--- config.mk ---
export PLATFORM = sky130hd
export DESIGN_NAME = wrapped_angle_setpoint_interpolator_top
export DESIGN_NICKNAME = d
export VERILOG_FILES = /design/src/hw/rtl/wasi_pkg.sv /design/src/hw/rtl/wasi_ucode_rom.sv /design/src/hw/rtl/wasi_div.sv /design/src/hw/rtl/wasi_datapath.sv /design/src/hw/rtl/wrapped_angle_setpoint_interpolator_top.sv
export SDC_FILE = /design/constraint.sdc
export NUM_CORES = 2
export LEC_CHECK = 0
export BUFFER_PORTS_ARGS = -buffer_cell sky130_fd_sc_hd__buf_2
export CORE_UTILIZATION = 32
export DETAILED_ROUTE_END_ITERATION = 10
export GPL_TIMING_DRIVEN = 0
export PLACE_DENSITY = 0.55
export SLEW_MARGIN = 0
export SYNTH_ARGS = -nofsm -noshare
export SYNTH_HDL_FRONTEND = slang
export SYNTH_SLANG_ARGS = --single-unit
export TNS_END_PERCENT = 50
--- constraint.sdc ---
create_clock -name clk -period 24.3 [get_ports clk]
set_input_delay 2.43 -clock clk [delete_from_list [all_inputs] [get_ports clk]]
set_output_delay 2.43 -clock clk [all_outputs]
set_load 0.01 [all_outputs]
--- src/hw/rtl/wasi_pkg.sv ---
package wasi_pkg;

    // Circle geometry; the angle field width fixes the circle size.
    localparam int ANG_W         = 12;
    localparam int CIRCLE_COUNTS = 1 << ANG_W;
    localparam int HALF_CIRCLE   = CIRCLE_COUNTS / 2;

    // Field and state widths
    localparam int FUNC_W = 2;
    localparam int DT_W   = 16;
    localparam int OFF_W  = 13;
    localparam int PT_W   = 16;
    localparam int IVL_W  = 17;
    localparam int CHG_W  = PT_W + 1;
    localparam int SPD_W  = 8;
    localparam int NUM_W  = 32;

    // Speed limit unit is counts per 32 time units
    localparam int SPEED_UNIT  = 32;
    localparam int SPEED_SHIFT = $clog2(SPEED_UNIT);

    // Configuration register indexes
    localparam int CFG_IDX_W = 1;
    localparam logic [CFG_IDX_W-1:0] REG_MAX_SPEED    = 1'd0;
    localparam logic [CFG_IDX_W-1:0] REG_MAX_INTERVAL = 1'd1;
    localparam logic [SPD_W-1:0]     MAX_SPEED_RST    = '0;
    localparam logic [DT_W-1:0]      MAX_INTERVAL_RST = 16'd1000;

    // Item function codes
    localparam logic [FUNC_W-1:0] FN_TARGET = 2'd0;
    localparam logic [FUNC_W-1:0] FN_TICK   = 2'd1;
    localparam logic [FUNC_W-1:0] FN_SET    = 2'd2;
    localparam logic [FUNC_W-1:0] FN_ADJ    = 2'd3;

    // Datapath operations
    localparam int OP_W = 4;
    localparam logic [OP_W-1:0] OP_NOP       = 4'd0;
    localparam logic [OP_W-1:0] OP_NT_SP     = 4'd1;
    localparam logic [OP_W-1:0] OP_NT_UNWRAP = 4'd2;
    localparam logic [OP_W-1:0] OP_DIV_RATE  = 4'd3;
    localparam logic [OP_W-1:0] OP_DIV_SPEED = 4'd4;
    localparam logic [OP_W-1:0] OP_SET_IVL   = 4'd5;
    localparam logic [OP_W-1:0] OP_NT_COMMIT = 4'd6;
    localparam logic [OP_W-1:0] OP_TICK_MUL  = 4'd7;
    localparam logic [OP_W-1:0] OP_DIV_TICK  = 4'd8;
    localparam logic [OP_W-1:0] OP_TICK_SP   = 4'd9;
    localparam logic [OP_W-1:0] OP_OFS_SET   = 4'd10;
    localparam logic [OP_W-1:0] OP_OFS_ADJ   = 4'd11;
    localparam logic [OP_W-1:0] OP_FINISH    = 4'd12;

    // Jump conditions
    localparam int JC_W = 4;
    localparam logic [JC_W-1:0] J_NEVER    = 4'd0;
    localparam logic [JC_W-1:0] J_ALWAYS   = 4'd1;
    localparam logic [JC_W-1:0] J_TICK     = 4'd2;
    localparam logic [JC_W-1:0] J_SET      = 4'd3;
    localparam logic [JC_W-1:0] J_ADJ      = 4'd4;
    localparam logic [JC_W-1:0] J_NO_LIMIT = 4'd5;
    localparam logic [JC_W-1:0] J_DIV_BUSY = 4'd6;
    localparam logic [JC_W-1:0] J_RATE_OK  = 4'd7;
    localparam logic [JC_W-1:0] J_OUT_BUSY = 4'd8;

    // Program counter
    localparam int PC_W = 5;
    localparam logic [PC_W-1:0] PC_START = 5'd0;
    localparam logic [PC_W-1:0] PC_LAST  = 5'd19;

    typedef struct packed {
        logic [OP_W-1:0] op;
        logic [JC_W-1:0] jc;
        logic [PC_W-1:0] target;
    } cw_t;

    typedef struct packed {
        logic            load;
        logic [OP_W-1:0] op;
    } ctrl_t;

    typedef struct packed {
        logic [FUNC_W-1:0] func;
        logic              div_busy;
        logic              rate_ok;
    } stat_t;

endpackage

--- src/hw/rtl/wasi_ucode_rom.sv ---
module wasi_ucode_rom (
    input  logic [wasi_pkg::PC_W-1:0] pc,
    output wasi_pkg::cw_t             cw
);
    import wasi_pkg::*;

    localparam logic [PC_W-1:0] A_NT         = 5'd3;
    localparam logic [PC_W-1:0] A_RATE_WAIT  = 5'd7;
    localparam logic [PC_W-1:0] A_SPEED_WAIT = 5'd10;
    localparam logic [PC_W-1:0] A_NT_COMMIT  = 5'd12;
    localparam logic [PC_W-1:0] A_TICK       = 5'd13;
    localparam logic [PC_W-1:0] A_TICK_WAIT  = 5'd15;
    localparam logic [PC_W-1:0] A_OFS_SET    = 5'd17;
    localparam logic [PC_W-1:0] A_OFS_ADJ    = 5'd18;
    localparam logic [PC_W-1:0] A_DONE       = PC_LAST;

    function automatic cw_t mk(input logic [OP_W-1:0] op, input logic [JC_W-1:0] jc,
                               input logic [PC_W-1:0] target);
        cw_t w;
        w.op     = op;
        w.jc     = jc;
        w.target = target;
        return w;
    endfunction

    always_comb
    begin
        case (pc)
            // dispatch on function code, new target falls through
            5'd0:         cw = mk(OP_NOP,       J_TICK,     A_TICK);
            5'd1:         cw = mk(OP_NOP,       J_SET,      A_OFS_SET);
            5'd2:         cw = mk(OP_NOP,       J_ADJ,      A_OFS_ADJ);
            A_NT:         cw = mk(OP_NT_SP,     J_NEVER,    PC_START);
            5'd4:         cw = mk(OP_NT_UNWRAP, J_NEVER,    PC_START);
            5'd5:         cw = mk(OP_NOP,       J_NO_LIMIT, A_NT_COMMIT);
            5'd6:         cw = mk(OP_DIV_RATE,  J_NEVER,    PC_START);
            A_RATE_WAIT:  cw = mk(OP_NOP,       J_DIV_BUSY, A_RATE_WAIT);
            5'd8:         cw = mk(OP_NOP,       J_RATE_OK,  A_NT_COMMIT);
            5'd9:         cw = mk(OP_DIV_SPEED, J_NEVER,    PC_START);
            A_SPEED_WAIT: cw = mk(OP_NOP,       J_DIV_BUSY, A_SPEED_WAIT);
            5'd11:        cw = mk(OP_SET_IVL,   J_NEVER,    PC_START);
            A_NT_COMMIT:  cw = mk(OP_NT_COMMIT, J_ALWAYS,   A_DONE);
            // tick
            A_TICK:       cw = mk(OP_TICK_MUL,  J_NEVER,    PC_START);
            5'd14:        cw = mk(OP_DIV_TICK,  J_NEVER,    PC_START);
            A_TICK_WAIT:  cw = mk(OP_NOP,       J_DIV_BUSY, A_TICK_WAIT);
            5'd16:        cw = mk(OP_TICK_SP,   J_ALWAYS,   A_DONE);
            // offset
            A_OFS_SET:    cw = mk(OP_OFS_SET,   J_ALWAYS,   A_DONE);
            A_OFS_ADJ:    cw = mk(OP_OFS_ADJ,   J_NEVER,    PC_START);
            A_DONE:       cw = mk(OP_FINISH,    J_OUT_BUSY, A_DONE);
            default:      cw = mk(OP_NOP,       J_ALWAYS,   A_DONE);
        endcase
    end

endmodule

--- src/hw/rtl/wasi_div.sv ---
module wasi_div (
    input  logic                       clk,
    input  logic                       rst_n,
    input  logic                       start,
    input  logic [wasi_pkg::NUM_W-1:0] num,
    input  logic [wasi_pkg::IVL_W-1:0] den,
    output logic                       busy,
    output logic [wasi_pkg::NUM_W-1:0] quo
);
    import wasi_pkg::*;

    // restoring divider, one quotient bit per cycle
    localparam int CNT_W = $clog2(NUM_W + 1);

    logic [CNT_W-1:0] cnt_reg, cnt_next;
    logic [NUM_W-1:0] quo_reg, quo_next;
    logic [IVL_W-1:0] rem_reg, rem_next;
    logic [IVL_W-1:0] den_reg, den_next;
    logic [IVL_W:0]   shifted;
    logic             fits;

    always_comb
    begin
        shifted  = {rem_reg, quo_reg[NUM_W-1]};
        fits     = shifted >= {1'b0, den_reg};
        cnt_next = cnt_reg;
        quo_next = quo_reg;
        rem_next = rem_reg;
        den_next = den_reg;
        if (start)
        begin
            cnt_next = CNT_W'(NUM_W);
            quo_next = num;
            rem_next = '0;
            den_next = den;
        end
        else if (cnt_reg != '0)
        begin
            cnt_next = cnt_reg - 1'b1;
            rem_next = fits ? IVL_W'(shifted - {1'b0, den_reg}) : shifted[IVL_W-1:0];
            quo_next = {quo_reg[NUM_W-2:0], fits};
        end
    end

    always_ff @(posedge clk or negedge rst_n)
    begin
        if (!rst_n)
        begin
            cnt_reg <= '0;
        end
        else
        begin
            cnt_reg <= cnt_next;
        end
    end

    always_ff @(posedge clk)
    begin
        quo_reg <= quo_next;
        rem_reg <= rem_next;
        den_reg <= den_next;
    end

    assign busy = cnt_reg != '0;
    assign quo  = quo_reg;

endmodule

--- src/hw/rtl/wasi_datapath.sv ---
module wasi_datapath (
    input  logic                              clk,
    input  logic                              rst_n,
    input  wasi_pkg::ctrl_t                   ctrl,
    input  logic [wasi_pkg::FUNC_W-1:0]       func,
    input  logic [wasi_pkg::DT_W-1:0]         delta_time,
    input  logic [wasi_pkg::ANG_W-1:0]        target_position,
    input  logic signed [wasi_pkg::OFF_W-1:0] new_offset,
    input  logic [wasi_pkg::ANG_W-1:0]        source_position,
    input  logic [wasi_pkg::ANG_W-1:0]        desired_position,
    input  logic [wasi_pkg::SPD_W-1:0]        max_speed,
    input  logic [wasi_pkg::DT_W-1:0]         max_interval,
    output wasi_pkg::stat_t                   stat,
    output logic [wasi_pkg::ANG_W-1:0]        sp,
    output logic [wasi_pkg::OFF_W-1:0]        off
);
    import wasi_pkg::*;

    localparam int UNW_W = PT_W + 2;
    localparam logic signed [UNW_W-1:0] HALF_S  = UNW_W'(HALF_CIRCLE);
    localparam logic [UNW_W-1:0]        CIRC_U  = UNW_W'(CIRCLE_COUNTS);
    localparam logic [PT_W-1:0]         CIRC_PT = PT_W'(CIRCLE_COUNTS);
    localparam logic [IVL_W-1:0]        IVL_ONE = IVL_W'(1);

    // architectural state
    logic [ANG_W-1:0] sp_reg, sp_next;
    logic [OFF_W-1:0] off_reg, off_next;
    logic [PT_W-1:0]  prev_reg, prev_next;
    logic [PT_W-1:0]  act_reg, act_next;
    logic [PT_W-1:0]  ext_reg, ext_next;
    logic [IVL_W-1:0] ilen_reg, ilen_next;

    // latched transaction and scratch
    logic [FUNC_W-1:0] func_reg;
    logic [DT_W-1:0]   dt_reg;
    logic [ANG_W-1:0]  tgt_reg, src_reg, des_reg;
    logic [OFF_W-1:0]  noff_reg;
    logic [IVL_W-1:0]  ivl_reg, ivl_next;
    logic [CHG_W-1:0]  chg_reg, chg_next;
    logic [NUM_W-1:0]  prod_reg, prod_next;
    logic              neg_reg, neg_next;

    logic [UNW_W-1:0] unw_c;
    logic [CHG_W-1:0] chg_mag;
    logic [CHG_W-1:0] tdiff, tmag;
    logic [NUM_W-1:0] prod_w;
    logic [OFF_W-1:0] ofs_val;
    logic [ANG_W-1:0] q_low;
    logic [IVL_W-1:0] ivl_stretch;

    logic             div_start, div_busy;
    logic [NUM_W-1:0] div_num, div_q;
    logic [IVL_W-1:0] div_den;

    wasi_div u_div (
        .clk   (clk),
        .rst_n (rst_n),
        .start (div_start),
        .num   (div_num),
        .den   (div_den),
        .busy  (div_busy),
        .quo   (div_q)
    );

    assign chg_mag = chg_reg[CHG_W-1] ? (~chg_reg + 1'b1) : chg_reg;
    assign tdiff   = CHG_W'($signed(ext_reg)) - CHG_W'($signed(prev_reg));
    assign tmag    = tdiff[CHG_W-1] ? (~tdiff + 1'b1) : tdiff;
    assign prod_w  = NUM_W'(tmag[PT_W-1:0]) * NUM_W'(dt_reg);
    assign unw_c   = UNW_W'(sp_reg) - UNW_W'($signed(act_reg));
    assign ofs_val = (ctrl.op == OP_OFS_ADJ) ? (OFF_W'(src_reg) - OFF_W'(des_reg)) : noff_reg;
    assign q_low   = div_q[ANG_W-1:0];
    assign ivl_stretch = IVL_W'(div_q << SPEED_SHIFT);

    assign div_start = (ctrl.op == OP_DIV_RATE) || (ctrl.op == OP_DIV_SPEED) ||
                       (ctrl.op == OP_DIV_TICK);
    assign div_num   = (ctrl.op == OP_DIV_TICK) ? prod_reg : NUM_W'(chg_mag);

    always_comb
    begin
        case (ctrl.op)
            OP_DIV_RATE:  div_den = ivl_reg;
            OP_DIV_SPEED: div_den = IVL_W'(max_speed);
            default:      div_den = ilen_reg;
        endcase
    end

    always_comb
    begin
        sp_next   = sp_reg;
        off_next  = off_reg;
        prev_next = prev_reg;
        act_next  = act_reg;
        ext_next  = ext_reg;
        ilen_next = ilen_reg;
        ivl_next  = ivl_reg;
        chg_next  = chg_reg;
        prod_next = prod_reg;
        neg_next  = neg_reg;
        case (ctrl.op)
            OP_NT_SP:
            begin
                // bad step becomes one; setpoint is target plus offset on the circle
                ivl_next = (dt_reg == '0 || dt_reg > max_interval) ? IVL_ONE
                                                                   : IVL_W'(dt_reg);
                sp_next  = tgt_reg + off_reg[ANG_W-1:0];
            end
            OP_NT_UNWRAP:
            begin
                if ($signed(unw_c) < -HALF_S)
                begin
                    act_next = act_reg - CIRC_PT;
                    ext_next = ext_reg - CIRC_PT;
                    chg_next = CHG_W'(unw_c + CIRC_U);
                end
                else if ($signed(unw_c) > HALF_S)
                begin
                    act_next = act_reg + CIRC_PT;
                    ext_next = ext_reg + CIRC_PT;
                    chg_next = CHG_W'(unw_c - CIRC_U);
                end
                else
                begin
                    chg_next = CHG_W'(unw_c);
                end
            end
            OP_SET_IVL:
            begin
                ivl_next = (ivl_stretch == '0) ? IVL_ONE : ivl_stretch;
            end
            OP_NT_COMMIT:
            begin
                act_next  = PT_W'(sp_reg);
                prev_next = ext_reg;
                ext_next  = PT_W'(sp_reg) + chg_reg[PT_W-1:0];
                ilen_next = ivl_reg;
            end
            OP_TICK_MUL:
            begin
                prod_next = prod_w;
                neg_next  = tdiff[CHG_W-1];
            end
            OP_TICK_SP:
            begin
                // only the low angle bits of the quotient reach the setpoint
                sp_next = prev_reg[ANG_W-1:0] + (neg_reg ? (~q_low + 1'b1) : q_low);
            end
            OP_OFS_SET, OP_OFS_ADJ:
            begin
                prev_next = prev_reg + PT_W'($signed(ofs_val)) - PT_W'($signed(off_reg));
                act_next  = act_reg + PT_W'($signed(ofs_val)) - PT_W'($signed(off_reg));
                off_next  = ofs_val;
            end
            default:
            begin
            end
        endcase
    end

    always_ff @(posedge clk or negedge rst_n)
    begin
        if (!rst_n)
        begin
            sp_reg   <= '0;
            off_reg  <= '0;
            prev_reg <= '0;
            act_reg  <= '0;
            ext_reg  <= '0;
            ilen_reg <= IVL_ONE;
        end
        else
        begin
            sp_reg   <= sp_next;
            off_reg  <= off_next;
            prev_reg <= prev_next;
            act_reg  <= act_next;
            ext_reg  <= ext_next;
            ilen_reg <= ilen_next;
        end
    end

    always_ff @(posedge clk)
    begin
        if (ctrl.load)
        begin
            func_reg <= func;
            dt_reg   <= delta_time;
            tgt_reg  <= target_position;
            noff_reg <= new_offset;
            src_reg  <= source_position;
            des_reg  <= desired_position;
        end
        ivl_reg  <= ivl_next;
        chg_reg  <= chg_next;
        prod_reg <= prod_next;
        neg_reg  <= neg_next;
    end

    assign stat.func     = func_reg;
    assign stat.div_busy = div_busy;
    assign stat.rate_ok  = div_q <= NUM_W'(max_speed >> SPEED_SHIFT);
    assign sp            = sp_reg;
    assign off           = off_reg;

    // interval is a divisor and must never be zero
    a_ilen_nonzero: assert property (@(posedge clk) disable iff (!rst_n)
        ilen_reg != '0)
        else $error("interval length is zero");

    // microcode must wait for the divider before reusing it
    a_div_idle_on_start: assert property (@(posedge clk) disable iff (!rst_n)
        div_start |-> !div_busy)
        else $error("divider started while busy");

endmodule

--- src/hw/rtl/wrapped_angle_setpoint_interpolator_top.sv ---
// Each function runs its own microcode path; set and adjust offset are the shortest.
// A new target adds a rate divide when the limit is checked and a speed divide when the
// interval is stretched; a tick runs a multiply and one divide. Each divide holds the
// program until the divider is no longer busy. One transaction is in flight at a time;
// the next is taken the cycle after a result is registered.
// Reset: setpoint, offset and points clear to zero, interval to one,
// max_speed to 0, max_interval to 1000.
module wrapped_angle_setpoint_interpolator_top (
    input  logic                                 clk,
    input  logic                                 rst_n,
    input  logic                                 in_valid,
    output logic                                 in_stall,
    input  logic [wasi_pkg::FUNC_W-1:0]          func,
    input  logic [wasi_pkg::DT_W-1:0]            delta_time,
    input  logic [wasi_pkg::ANG_W-1:0]           target_position,
    input  logic signed [wasi_pkg::OFF_W-1:0]    new_offset,
    input  logic [wasi_pkg::ANG_W-1:0]           source_position,
    input  logic [wasi_pkg::ANG_W-1:0]           desired_position,
    output logic                                 out_valid,
    input  logic                                 out_stall,
    output logic [wasi_pkg::ANG_W-1:0]           setpoint,
    output logic signed [wasi_pkg::OFF_W-1:0]    current_offset,
    input  logic                                 cfg_write,
    input  logic [wasi_pkg::CFG_IDX_W-1:0]       cfg_index,
    input  logic [wasi_pkg::DT_W-1:0]            cfg_data
);
    import wasi_pkg::*;

    // Configuration registers
    logic [SPD_W-1:0] max_speed_reg;
    logic [DT_W-1:0]  max_interval_reg;

    // Sequencer: busy flag plus step counter into the microcode table
    logic            busy_reg, busy_next;
    logic [PC_W-1:0] pc_reg, pc_next;
    cw_t             cw;
    ctrl_t           ctrl;
    stat_t           stat;
    logic            take;
    logic            out_blocked;
    logic            finish;
    logic            in_accept;

    // Result register decouples the sequencer from the output stall
    logic             out_valid_reg, out_valid_next;
    logic [ANG_W-1:0] out_sp_reg;
    logic [OFF_W-1:0] out_off_reg;
    logic [ANG_W-1:0] dp_sp;
    logic [OFF_W-1:0] dp_off;

    wasi_ucode_rom u_rom (
        .pc (pc_reg),
        .cw (cw)
    );

    wasi_datapath u_dp (
        .clk              (clk),
        .rst_n            (rst_n),
        .ctrl             (ctrl),
        .func             (func),
        .delta_time       (delta_time),
        .target_position  (target_position),
        .new_offset       (new_offset),
        .source_position  (source_position),
        .desired_position (desired_position),
        .max_speed        (max_speed_reg),
        .max_interval     (max_interval_reg),
        .stat             (stat),
        .sp               (dp_sp),
        .off              (dp_off)
    );

    always_comb
    begin
        out_blocked = out_valid_reg && out_stall;
        case (cw.jc)
            J_NEVER:    take = 1'b0;
            J_ALWAYS:   take = 1'b1;
            J_TICK:     take = stat.func == FN_TICK;
            J_SET:      take = stat.func == FN_SET;
            J_ADJ:      take = stat.func == FN_ADJ;
            J_NO_LIMIT: take = max_speed_reg == '0;
            J_DIV_BUSY: take = stat.div_busy;
            J_RATE_OK:  take = stat.rate_ok;
            J_OUT_BUSY: take = out_blocked;
            default:    take = 1'b0;
        endcase

        in_accept = in_valid && !busy_reg;
        finish    = busy_reg && (cw.op == OP_FINISH) && !out_blocked;

        busy_next = busy_reg;
        pc_next   = pc_reg;
        if (in_accept)
        begin
            busy_next = 1'b1;
            pc_next   = PC_START;
        end
        else if (finish)
        begin
            busy_next = 1'b0;
        end
        else if (busy_reg)
        begin
            pc_next = take ? cw.target : pc_reg + 1'b1;
        end

        ctrl.load = in_accept;
        ctrl.op   = busy_reg ? cw.op : OP_NOP;

        out_valid_next = out_valid_reg;
        if (finish)
        begin
            out_valid_next = 1'b1;
        end
        else if (out_valid_reg && !out_stall)
        begin
            out_valid_next = 1'b0;
        end
    end

    always_ff @(posedge clk or negedge rst_n)
    begin
        if (!rst_n)
        begin
            busy_reg         <= 1'b0;
            pc_reg           <= PC_START;
            out_valid_reg    <= 1'b0;
            max_speed_reg    <= MAX_SPEED_RST;
            max_interval_reg <= MAX_INTERVAL_RST;
        end
        else
        begin
            busy_reg      <= busy_next;
            pc_reg        <= pc_next;
            out_valid_reg <= out_valid_next;
            if (cfg_write)
            begin
                case (cfg_index)
                    REG_MAX_SPEED:    max_speed_reg    <= cfg_data[SPD_W-1:0];
                    REG_MAX_INTERVAL: max_interval_reg <= cfg_data;
                    default:
                    begin
                    end
                endcase
            end
        end
    end

    always_ff @(posedge clk)
    begin
        if (finish)
        begin
            out_sp_reg  <= dp_sp;
            out_off_reg <= dp_off;
        end
    end

    assign in_stall       = busy_reg;
    assign out_valid      = out_valid_reg;
    assign setpoint       = out_sp_reg;
    assign current_offset = out_off_reg;

    // an accepted transaction always starts the program at its entry step
    a_start_at_entry: assert property (@(posedge clk) disable iff (!rst_n)
        (in_valid && !in_stall) |=> (busy_reg && pc_reg == PC_START))
        else $error("transaction did not start at program entry");

    // a result appears only as the sequencer retires its transaction
    a_result_on_retire: assert property (@(posedge clk) disable iff (!rst_n)
        $rose(out_valid_reg) |-> ($past(busy_reg) && !busy_reg))
        else $error("result registered without retiring a transaction");

    // jumps never leave the program
    a_pc_in_program: assert property (@(posedge clk) disable iff (!rst_n)
        busy_reg |-> (pc_reg <= PC_LAST))
        else $error("step counter outside program");

endmodule

==> results.yml <==
run_status:
  status: "finished with violations"
  violations: "capacitance limit"
timing:
  fmax_ghz: 0.09139
  slew_viol_final: 0
  worst_slew_pin_slew_ns: 1.476
  clock_skew_ns: 0.03222
  slew_headroom_pct: 0.8874
  finalHoldViolCount: 0
  setup_viol: 0
  rsz0062_at_grt: "false"
  fin_tns_setup_ns: 0
  fin_crit_sh_pct: 45.03
  timing.final.crit_period_ns: 10.94
routing:
  wirelength_mm: 90.30
  routedWlPerCell_um: 19.44
  routed_via_density: 5.058
  vias: 23500
  drtIter0Drc: 1601
  route.detailed.drc: 0
  ant_nets: 0
  firstDrtPassIters: 6
floorplan:
  die_height_um: 310.6
  ios: 116
  start_util_pct: 32.46
  core_um2: 93890
  die_w_um: 310.6
  die_area_um2: 96480
  num_rows: 112
logic_synthesis:
  synth_area_per_cell_um2: 9.566
  synthFlopType: "edfxtp_1"
  netlist_area_um2: 30480
  ys_seq_area_share_pct: 32.07
  ys_warn_count: 0
  yosys.cell_types.count: 88
  ys_ff_latch: 352
  syn_inst: 3186
  ys_async_sr_fraction_pct: 36.08
  synth_edf_count: 208
  synth_fp_nets: 3770
global_routing:
  first_global_vias: 23440
  grt-ovfl-total: 0
  track_usage_pct: 18.60
  grt_antenna_before_repair: 5
  grt_max_degree: 65
  grt_pass1_wl_mm: 139.0
cts:
  numCtsBuffers: 45
  cts_hold_buf: 0
  cts_setup_buffers: 0
  root_buffer: "clkbuf_16"
  path_clk_slew_ns: 0.07
  worstSkewPairLatency_ns: 0.60
  cts_resized: 0
  clock_sinks: 352
  cts_tree: "built"
  htreeDepth: 2
  clock_path_buffers: 3
placed_design:
  gp_congestion: 0.9106
  hpwl_mm: 70.62
  port-buffer-count: 115
layout:
  multi_input_area_um2: 18810
  area_delta_synth_final_pct: 12.76
  fillerInstances: 9618
  register_area_um2: 9773
  fin_nets: 3939
  drive_gt1_share_pct: 8.343
  n_antenna_cell: 0
critical_path:
  slowest_stage: "xor2_1"
  cp-end-kind: "flop"
  cp.arrival_ns: 11.28
  required_ns: 24.63
  worst-setup-path-type: "reg2reg"
  cp_common_cell: "fa_1"
  cpPeakStageDelay_ns: 1.10
  crit_fanout: 10
  worst_setup_path_start_kind: "flop"
min_path:
  hp-class: "reg2reg"
flow_run:
  cap_violations: 1
Yosys cell counts, types with 17 or more instances:
cell type	instances	share of area [%]
o31ai_1	17	0.42
a22o_1	21	0.60
xnor2_1	111	3.2
edfxtp_1	208	20
nor2_1	159	2.0
nor3_1	48	0.79
and2_1	128	2.6
a31oi_1	24	0.49
nor4_1	22	0.45
ha_1	262	11
nor2b_1	37	0.76
mux2_2	32	1.2
a21o_1	55	1.4
dfrtp_1	120	9.9
or3_1	18	0.37
clkbuf_1	108	1.3
inv_1	396	4.9
xor2_1	60	1.7
dfxtp_1	17	1.1
a21oi_1	151	2.5
nand3_1	33	0.54
nand2_1	401	4.9
nand2b_1	33	0.68
o21a_1	20	0.49
a211oi_1	32	0.79
fa_1	233	15
o21ai_0	190	3.1
critical path: cells and delay by family (launching register included):
family	cells	cell delay [ns]
AND/OR/NAND/NOR	4	0.54
buffers and inverters	6	1.11
adder cells (fa/ha/maj)	9	3.96
AO/OA/AOI/OAI	14	3.45
flip-flops	1	0.42
XOR/XNOR	2	1.18
logic make-up (layout without fill, tap and decap cells):
kind of cell | Yosys count | in the layout | synth area share [%]
and+or+nand+nor | 947 | 947 | 14.92
buffers and inverters | 513 | 719 | 6.347
AOI/OAI and AO/OA | 659 | 659 | 13.91
xor gates and xnor gates | 171 | 171 | 4.914
muxes | 49 | 49 | 1.782
adders and majority gates | 495 | 495 | 26.06
DFF | 352 | 352 | 32.07
layout by cell type, fill, tap and decap left out, drive strengths merged, types with 129 or more instances in the layout:
cell type	synthesis	routed
clkbuf	108	161
nor2	159	159
and2	129	129
edfxtp	208	208
nand2	401	401
inv	396	401
buf	7	129
fa	233	233
a21oi	151	151
ha	262	262
o21ai	192	192
cell type report:
type,instances,share of cell area [%]
Timing Repair Buffer,122,2.024
Tap cell,1254,4.566
Sequential cell,352,28.44
Multi-Input combinational cell,2321,54.72
Inverter,398,4.355
Buffer,115,1.285
Clock buffer,53,3.423
Clock inverter,31,1.183
metal layers:
metal / share of wire [%] / up-vias / GRT usage [%]
li1: - / 11180 / -
met1: 46 / 11560 / 25.74
met2: 45 / 628 / 29.86
met3: 5.8 / 134 / 2.773
met4: 3.0 / 2 / 5.704
met5: 0.012 / - / 0
final timing paths:
path | slack (ns) | to | startpoint | depth (start not counted)
hold / removal | 0.46 | u_dp.ilen_reg[16] | u_dp.ivl_reg[16] | 2
min in group asynchronous | 1.82 | u_dp.sp[0] | rst_n | 1
setup / recovery | 13.36 | u_dp.prod_reg[31] | u_dp.prev_reg[0] | 35
hold reg to reg | 0.46 | u_dp.ilen_reg[16] | u_dp.ivl_reg[16] | 2
max in group asynchronous | 21.61 | max_interval_reg[8] | rst_n | 2
setup reg to reg | 13.36 | u_dp.prod_reg[31] | u_dp.prev_reg[0] | 35
metrics by stage:
step / utilization [%] / cell area, µm² / std cells / hold WS [ns] / setup WS [ns]
2_1_floorplan: - / 30480 / 3186 / 0.4393 / 15.63
3_3_place_gp: 34.74 / 32620 / 4555 / 0.4484 / 13.36
3_5_place_dp: 34.91 / 32780 / 4562 / 0.4480 / 13.44
4_1_cts: 36.59 / 34360 / 4646 / 0.4624 / 13.39
5_1_grt: 36.60 / 34360 / 4646 / 0.4862 / 12.74
6_report: 36.60 / 34360 / 4646 / 0.4631 / 13.36
Power is left out: the tool's default activity adds up to more than one toggle a clock period on the data nets, which glitch-free logic cannot reach.
